--- config.mk ---
export PLATFORM = sky130hd
export DESIGN_NAME = websocket_frame_deframer_core
export DESIGN_NICKNAME = d
export VERILOG_FILES = /design/src/rtl/wsdf_pkg.sv /design/src/rtl/websocket_frame_deframer_core.sv
export SDC_FILE = /design/constraint.sdc
export NUM_CORES = 1
export LEC_CHECK = 0
export BUFFER_PORTS_ARGS = -buffer_cell sky130_fd_sc_hd__buf_2
export CORE_ASPECT_RATIO = 0.75
export CORE_MARGIN = 5
export CORE_UTILIZATION = 35
export CTS_BUF_LIST = sky130_fd_sc_hd__clkbuf_2
export DETAILED_ROUTE_END_ITERATION = 12
export MAX_ROUTING_LAYER = met4
export SLEW_MARGIN = 25
export SYNTH_ARGS = -nofsm -noshare
export SYNTH_HDL_FRONTEND = slang
export SYNTH_SLANG_ARGS = --single-unit
--- constraint.sdc ---
create_clock -name clk_i -period 9.5 [get_ports clk_i]
set_clock_uncertainty 0.1 [all_clocks]
set_input_delay 0.95 -clock clk_i [delete_from_list [all_inputs] [get_ports clk_i]]
set_output_delay 0.95 -clock clk_i [all_outputs]
set_load 0.05 [all_outputs]
--- src/rtl/wsdf_pkg.sv ---
// Shared types, codes and helpers for the WebSocket frame deframer.
package wsdf_pkg;

  localparam logic [15:0] MAX_PAYLOAD_RST = 16'd1024;
  localparam logic [31:0] CTRL_MAX_LEN    = 32'd125;
  localparam logic [6:0]  LEN7_EXT16      = 7'd126;
  localparam logic [6:0]  LEN7_EXT64      = 7'd127;
  localparam logic [2:0]  EXT16_LEFT      = 3'd1;
  localparam logic [2:0]  EXT64_LEFT      = 3'd7;
  localparam logic [2:0]  EXT_HIGH_FIRST  = 3'd4;

  localparam logic [3:0] OP_CONT   = 4'h0;
  localparam logic [3:0] OP_TEXT   = 4'h1;
  localparam logic [3:0] OP_BINARY = 4'h2;
  localparam logic [3:0] OP_CLOSE  = 4'h8;
  localparam logic [3:0] OP_PING   = 4'h9;
  localparam logic [3:0] OP_PONG   = 4'hA;

  typedef enum logic [2:0] {
    PH_HDR0,
    PH_HDR1,
    PH_EXTLEN,
    PH_MASK,
    PH_PAYLOAD,
    PH_HALT
  } phase_e;

  typedef enum logic [1:0] {
    EV_DATA  = 2'd0,
    EV_EMPTY = 2'd1,
    EV_PROTO = 2'd2,
    EV_BIG   = 2'd3
  } event_e;

  typedef enum logic [1:0] {
    RP_DELIVER = 2'd0,
    RP_PONG    = 2'd1,
    RP_CLOSE   = 2'd2,
    RP_IGNORE  = 2'd3
  } reply_e;

  function automatic reply_e reply_for(input logic [3:0] op);
    reply_e r;
    case (op)
      OP_TEXT, OP_BINARY: r = RP_DELIVER;
      OP_PING:            r = RP_PONG;
      OP_CLOSE:           r = RP_CLOSE;
      default:            r = RP_IGNORE;
    endcase
    return r;
  endfunction

endpackage

--- src/rtl/websocket_frame_deframer_core.sv ---
// WebSocket client-to-server deframer: header parse, unmasking and error reporting.
//
//  channel   direction  handshake                      payload
//  s_axis    in         s_axis_tvalid / s_axis_tready  tdata: rx_byte
//  m_axis    out        m_axis_tvalid / m_axis_tready  tdata: payload_byte, tuser: event,
//                                                      kind, reply; tlast: last
//  cfg       in         cfg_we_i                       cfg_wdata_i: max_payload
//
// One byte is taken every cycle while s_axis_tready is high; its result, if any, appears in the output register
// on the next cycle. A waiting result stalls input only while m_axis_tready is low.
// Reset clears the parser to expect a first header byte and sets max_payload to 1024.
// After an error or a completed close frame every word is taken and dropped until reset.
module websocket_frame_deframer_core
  import wsdf_pkg::*;
(
  input  logic        clk_i,
  input  logic        rst_ni,
  input  logic        cfg_we_i,
  input  logic [15:0] cfg_wdata_i,
  input  logic        s_axis_tvalid,
  output logic        s_axis_tready,
  input  logic [7:0]  s_axis_tdata,   // [7:0] rx_byte
  output logic        m_axis_tvalid,
  input  logic        m_axis_tready,
  output logic [7:0]  m_axis_tdata,   // [7:0] payload_byte
  output logic [7:0]  m_axis_tuser,   // [1:0] event_res, [5:2] frame_kind, [7:6] reply
  output logic        m_axis_tlast    // last
);

  phase_e      phase_q, phase_d;
  logic [3:0]  opcode_q, opcode_d;
  logic [2:0]  len_left_q, len_left_d;
  logic [31:0] len_acc_q, len_acc_d;
  logic        len_high_q, len_high_d;
  logic [31:0] key_q, key_d;
  logic [1:0]  key_cnt_q, key_cnt_d;
  logic [15:0] remain_q, remain_d;
  logic [1:0]  mask_pos_q, mask_pos_d;
  logic [15:0] max_payload_q;

  logic        out_valid_q;
  logic [7:0]  out_byte_q, out_byte_d;
  logic [7:0]  out_user_q, out_user_d;
  logic        out_last_q, out_last_d;
  logic        emit;

  logic        in_fire;
  logic [7:0]  b;
  logic [31:0] chk_acc;
  logic        chk_high;
  logic        chk_big, chk_proto;
  logic [7:0]  key_byte;
  reply_e      cur_reply;

  assign b             = s_axis_tdata;
  assign s_axis_tready = !out_valid_q || m_axis_tready;
  assign in_fire       = s_axis_tvalid && s_axis_tready;
  assign cur_reply     = reply_for(opcode_q);

  // Length as it stands once this byte is folded in, for the checks at length end.
  assign chk_acc   = (phase_q == PH_HDR1) ? {25'd0, b[6:0]} : {len_acc_q[23:0], b};
  assign chk_high  = (phase_q == PH_HDR1) ? 1'b0 : len_high_q;
  assign chk_proto = !chk_high && opcode_q[3] && (chk_acc > CTRL_MAX_LEN);
  assign chk_big   = chk_high || (!chk_proto && (chk_acc > {16'd0, max_payload_q}));

  always_comb begin
    case (mask_pos_q)
      2'd0:    key_byte = key_q[31:24];
      2'd1:    key_byte = key_q[23:16];
      2'd2:    key_byte = key_q[15:8];
      default: key_byte = key_q[7:0];
    endcase
  end

  always_comb begin
    phase_d    = phase_q;
    opcode_d   = opcode_q;
    len_left_d = len_left_q;
    len_acc_d  = len_acc_q;
    len_high_d = len_high_q;
    key_d      = key_q;
    key_cnt_d  = key_cnt_q;
    remain_d   = remain_q;
    mask_pos_d = mask_pos_q;
    emit       = 1'b0;
    out_byte_d = 8'd0;
    out_user_d = {RP_CLOSE, opcode_q, EV_PROTO};
    out_last_d = 1'b0;

    case (phase_q)
      PH_HDR0: begin
        opcode_d = b[3:0];
        phase_d  = PH_HDR1;
      end
      PH_HDR1: begin
        len_high_d = 1'b0;
        len_acc_d  = 32'd0;
        if (!b[7]) begin
          emit    = 1'b1;
          phase_d = PH_HALT;
        end else if (b[6:0] == LEN7_EXT16) begin
          len_left_d = EXT16_LEFT;
          phase_d    = PH_EXTLEN;
        end else if (b[6:0] == LEN7_EXT64) begin
          len_left_d = EXT64_LEFT;
          phase_d    = PH_EXTLEN;
        end else begin
          len_acc_d = chk_acc;
          if (chk_proto || chk_big) begin
            emit       = 1'b1;
            out_user_d = {RP_CLOSE, opcode_q, chk_proto ? EV_PROTO : EV_BIG};
            phase_d    = PH_HALT;
          end else begin
            remain_d  = chk_acc[15:0];
            key_d     = 32'd0;
            key_cnt_d = 2'd0;
            phase_d   = PH_MASK;
          end
        end
      end
      PH_EXTLEN: begin
        // The upper four bytes of a 64-bit length only flag overflow.
        if (len_left_q >= EXT_HIGH_FIRST) begin
          if (b != 8'd0) len_high_d = 1'b1;
        end else begin
          len_acc_d = chk_acc;
        end
        if (len_left_q == 3'd0) begin
          if (chk_proto || chk_big) begin
            emit       = 1'b1;
            out_user_d = {RP_CLOSE, opcode_q, chk_proto ? EV_PROTO : EV_BIG};
            phase_d    = PH_HALT;
          end else begin
            remain_d  = chk_acc[15:0];
            key_d     = 32'd0;
            key_cnt_d = 2'd0;
            phase_d   = PH_MASK;
          end
        end else begin
          len_left_d = len_left_q - 3'd1;
        end
      end
      PH_MASK: begin
        key_d = {key_q[23:0], b};
        if (key_cnt_q != 2'd3) begin
          key_cnt_d = key_cnt_q + 2'd1;
        end else begin
          key_cnt_d  = 2'd0;
          mask_pos_d = 2'd0;
          if (remain_q == 16'd0) begin
            emit       = 1'b1;
            out_user_d = {cur_reply, opcode_q, EV_EMPTY};
            out_last_d = 1'b1;
            phase_d    = (opcode_q == OP_CLOSE) ? PH_HALT : PH_HDR0;
          end else begin
            phase_d = PH_PAYLOAD;
          end
        end
      end
      PH_PAYLOAD: begin
        emit       = 1'b1;
        out_byte_d = b ^ key_byte;
        out_user_d = {cur_reply, opcode_q, EV_DATA};
        out_last_d = (remain_q == 16'd1);
        mask_pos_d = mask_pos_q + 2'd1;
        remain_d   = remain_q - 16'd1;
        if (remain_q == 16'd1) begin
          phase_d = (opcode_q == OP_CLOSE) ? PH_HALT : PH_HDR0;
        end
      end
      default: begin
      end
    endcase
  end

  always_ff @(posedge clk_i or negedge rst_ni) begin
    if (!rst_ni) begin
      phase_q       <= PH_HDR0;
      opcode_q      <= 4'd0;
      len_left_q    <= 3'd0;
      len_acc_q     <= 32'd0;
      len_high_q    <= 1'b0;
      key_q         <= 32'd0;
      key_cnt_q     <= 2'd0;
      remain_q      <= 16'd0;
      mask_pos_q    <= 2'd0;
      max_payload_q <= MAX_PAYLOAD_RST;
      out_valid_q   <= 1'b0;
    end else begin
      if (cfg_we_i) max_payload_q <= cfg_wdata_i;
      if (in_fire) begin
        phase_q    <= phase_d;
        opcode_q   <= opcode_d;
        len_left_q <= len_left_d;
        len_acc_q  <= len_acc_d;
        len_high_q <= len_high_d;
        key_q      <= key_d;
        key_cnt_q  <= key_cnt_d;
        remain_q   <= remain_d;
        mask_pos_q <= mask_pos_d;
      end
      if (in_fire && emit) begin
        out_valid_q <= 1'b1;
      end else if (m_axis_tready) begin
        out_valid_q <= 1'b0;
      end
    end
  end

  always_ff @(posedge clk_i) begin
    if (in_fire && emit) begin
      out_byte_q <= out_byte_d;
      out_user_q <= out_user_d;
      out_last_q <= out_last_d;
    end
  end

  assign m_axis_tvalid = out_valid_q;
  assign m_axis_tdata  = out_byte_q;
  assign m_axis_tuser  = out_user_q;
  assign m_axis_tlast  = out_last_q;

endmodule

==> impl_metrics.csv <==
group,metric,value,unit
timing,tns,0,ns
timing,fin_crit_sh,51.1,%
clock_network,cts.sinks,121,
synthesis,yosys_warnings,0,
placement,numPortBuffers,47,
clock_network,clock_path_buffers,2,
timing,period_needed,4.86,ns
floorplanning,rows,42,
status,outcome,"finished clean",
clock_network,cts_setup_buffers,0,
synthesis,async_flop_share,86.0,%
worst_setup_path,cp.required,10.00,ns
worst_setup_path,critical_path.slowest_cell,"a32oi_4",
clock_network,cts_buffers,17,
pwr,ir_drop,0.118,mV
cells_and_area,nets,678,
synthesis,synth-main-ff-cell,"dfrtp_1",
global_route,grt_pass1_vias,4559,
placement,place_area,6580,sq um
worst_setup_path,crit_type,"reg2reg",
placement,place_ws,4.71,ns
worst_setup_path,cp-end-kind,"register",
worst_setup_path,path_max_fanout,34,
routing,drtIter0Drc,475,
floorplanning,initial_core_util,35.4,%
floorplanning,dieWidth,164,um
cells_and_area,postLayoutCellArea,6860,sq um
timing,rsz0062_at_grt,"no",
placement,dp_hpwl,11000,um
global_route,grt_max_degree,65,
worst_hold_path,hp-class,"in2async",
global_route,antenna_found_initial,1,
worst_setup_path,path_cells,"or3b_1 > and2_1 > ha_1 > and4_1 > nand3_1 > o21ai_2 > o31ai_1 > a32oi_4 > nor2_2 > a32oi_4 > mux2_4",
cells_and_area,drive_gt1_share,18.2,%
synthesis,synth-seq-cells,121,
global_route,overflow,0,
synthesis,yosysSeqAreaShare,50.1,%
synthesis,synth_edf_count,17,
routing,first_pass_iters,7,
pwr,total_leakage_power,2.98,nW
placement,place_congestion,0.887,
floorplanning,die_h,125,um
worst_setup_path,cp-startpoint,"phase_q[1]",
worst_setup_path,reg2reg_from,"phase_q[1]",
synthesis,syn_area,6210,sq um
timing,finalHoldViolCount,0,
flow_run,max_cap_viol_count,0,
synthesis,synth_area_per_cell,10.5,sq um
routing,wl_per_cell,17.7,um
global_route,grt_pass1_wl,25200,um
timing,clock.fmax,206,MHz
clock_network,cts_tree,"built",
cells_and_area,final_common_cell,"dfrtp_1",
routing,drc,0,
synthesis,yosysUniqueCellTypes,70,
global_route,gr-usage-all-layers,16.1,%
routing,via_per_inst,5.40,
floorplanning,die-area,20500,sq um
floorplanning,ios,48,
pwr,powerDensity,291,nW/um^2
routing,vias,4764,
worst_setup_path,crit_path_frequent_cell,"a32oi_4",
clock_network,hold_buffers,0,
routing,drt_wl_total,15600,um
floorplanning,design.core.area,17600,sq um
routing,ant_nets,0,
timing,worstMarginPinSlew,1.02,ns
timing,max-slew-margin-rel,32.1,%
clock_network,clk_pin_slew_worst_paths,0.19,ns
timing,setup_viol,0,
timing,final.setup.worst_slack,4.64,ns
worst_setup_path,cpPeakStageDelay,0.89,ns
worst_setup_path,crit_arrival,5.36,ns
clock_network,htree_levels,4,
clock_network,insertion_delay,0.70,ns
synthesis,postSynthCellCount,594,
worst_setup_path,crit_buf_inv,0,
clock_network,cts_resized,0,
cells_and_area,syn_to_final_growth,10.4,%
synthesis,synth_nets,646,
clock_network,cts-root-buf,"clkbuf_2",
worst_setup_path,cp-start-kind,"register",
cells_and_area,layout_common_cells,"dfrtp_1 (103), nand2_1 (73), o21ai_0 (53)",
worst_setup_path,crit_family,"compound AO/OA/AOI/OAI gates",
timing,drv_slew,0,
per-stage QoR:
| stage | hold WS (ns) | std cells | utilization (%) | power [mW] |
|---|---|---|---|---|
| floorplan | 0.347 | 594 | - | 1.44 |
| global placement | 0.361 | 849 | 37.5 | 1.60 |
| detailed placement | 0.366 | 849 | 37.5 | 1.63 |
| CTS | 0.0534 | 881 | 39.0 | 2.00 |
| global route | 0.0806 | 882 | 39.1 | 2.13 |
| finish | 0.0996 | 882 | 39.1 | 2.00 |
logic make-up (layout without fill, tap and decap cells):
logic type	count (synthesis)	in the layout	synth area share, %
AO/OA/AOI/OAI	174	174	20.8
XOR/XNOR	10	10	1.41
adder cells (fa/ha/maj)	23	23	4.63
buffers and inverters	66	111	4.92
flip-flops	121	121	50.1
multiplexers	16	16	2.92
other	0	1	0
AND/OR/NAND/NOR	184	184	15.2
cells in the mapped netlist, types with 2 or more instances:
cell	instances	area [sq um]
a211o_1	2	17.5
a211oi_1	3	22.5
a21o_1	5	37.5
a21oi_1	20	100
a222oi_1	8	80.1
a22o_1	41	359
a31o_2	2	17.5
a31oi_1	7	43.8
a32oi_4	2	55.1
and2_1	7	43.8
and3_1	5	31.3
buf_2	4	20.0
buf_6	7	78.8
clkbuf_1	24	90.1
dfrtp_1	103	2580
edfxtp_1	17	510
ha_1	23	288
inv_1	30	113
mux2_2	13	146
mux2i_1	2	20.0
nand2_1	74	278
nand2b_1	3	18.8
nand3_1	7	35.0
nand3b_1	4	30.0
nand4_1	4	25.0
nor2_1	30	113
nor2b_1	7	43.8
nor3_1	11	55.1
nor4_1	11	68.8
o211ai_1	6	45.0
o21a_1	2	15.0
o21ai_0	53	265
o2bb2ai_1	3	26.3
o31ai_1	3	22.5
or2_2	2	12.5
or3_1	6	37.5
xnor2_1	10	87.6
registers in the layout, indices dropped and copies added, names as in the netlist:
| signal | cells |
|---|---|
| key_cnt_q | 2 |
| remain_q | 16 |
| key_q | 32 |
| len_acc_q | 24 |
| max_payload_q | 16 |
| len_high_q | 1 |
| m_axis_tuser | 8 |
| len_left_q | 3 |
| m_axis_tvalid | 1 |
| phase_q | 3 |
| opcode_q | 4 |
| mask_pos_q | 2 |
| m_axis_tlast | 1 |
| m_axis_tdata | 8 |
per-layer routing:
metal / vias up / wire [um] / track usage, %
li1: 2231 / - / -
met1: 2354 / 8060 / 24.7
met2: 160 / 6200 / 20.7
met3: 19 / 1120 / 4.38
met4: 0 / 244 / 4.14
met5: - / 0 / -
report_power, final:
group / leakage, nW / internal (mW) / switching (mW)
combinational: 1.31 / 0.287 / 0.525
sequential: 1.52 / 0.677 / 0.136
clock: 0.154 / 0.171 / 0.200
total: 2.98 / 1.14 / 0.862
cell type report:
| class | instances | area, sq um |
|---|---|---|
| Fill cell | 1762 | 10700 |
| Sequential cell | 121 | 3110 |
| Multi-Input combinational cell | 407 | 2800 |
| Tap cell | 242 | 303 |
| Timing Repair Buffer | 49 | 253 |
| Clock inverter | 14 | 181 |
| Inverter | 30 | 113 |
| Clock buffer | 18 | 90.1 |
| Antenna cell | 1 | 2.50 |
worst paths after layout:
path                       cells past startpoint          endpoint  slack [ns]
min                                            1     m_axis_tvalid         0.1
max                                           11      key_cnt_q[0]        4.64
min in group clk_i                             3  max_payload_q[3]        0.36
max reg2reg                                   11      key_cnt_q[0]        4.64
min reg2reg                                    1     len_left_q[1]        0.40
max in group asynchronous                      2          key_q[8]        7.97
Note: power is estimated with default switching activity, not from simulation.
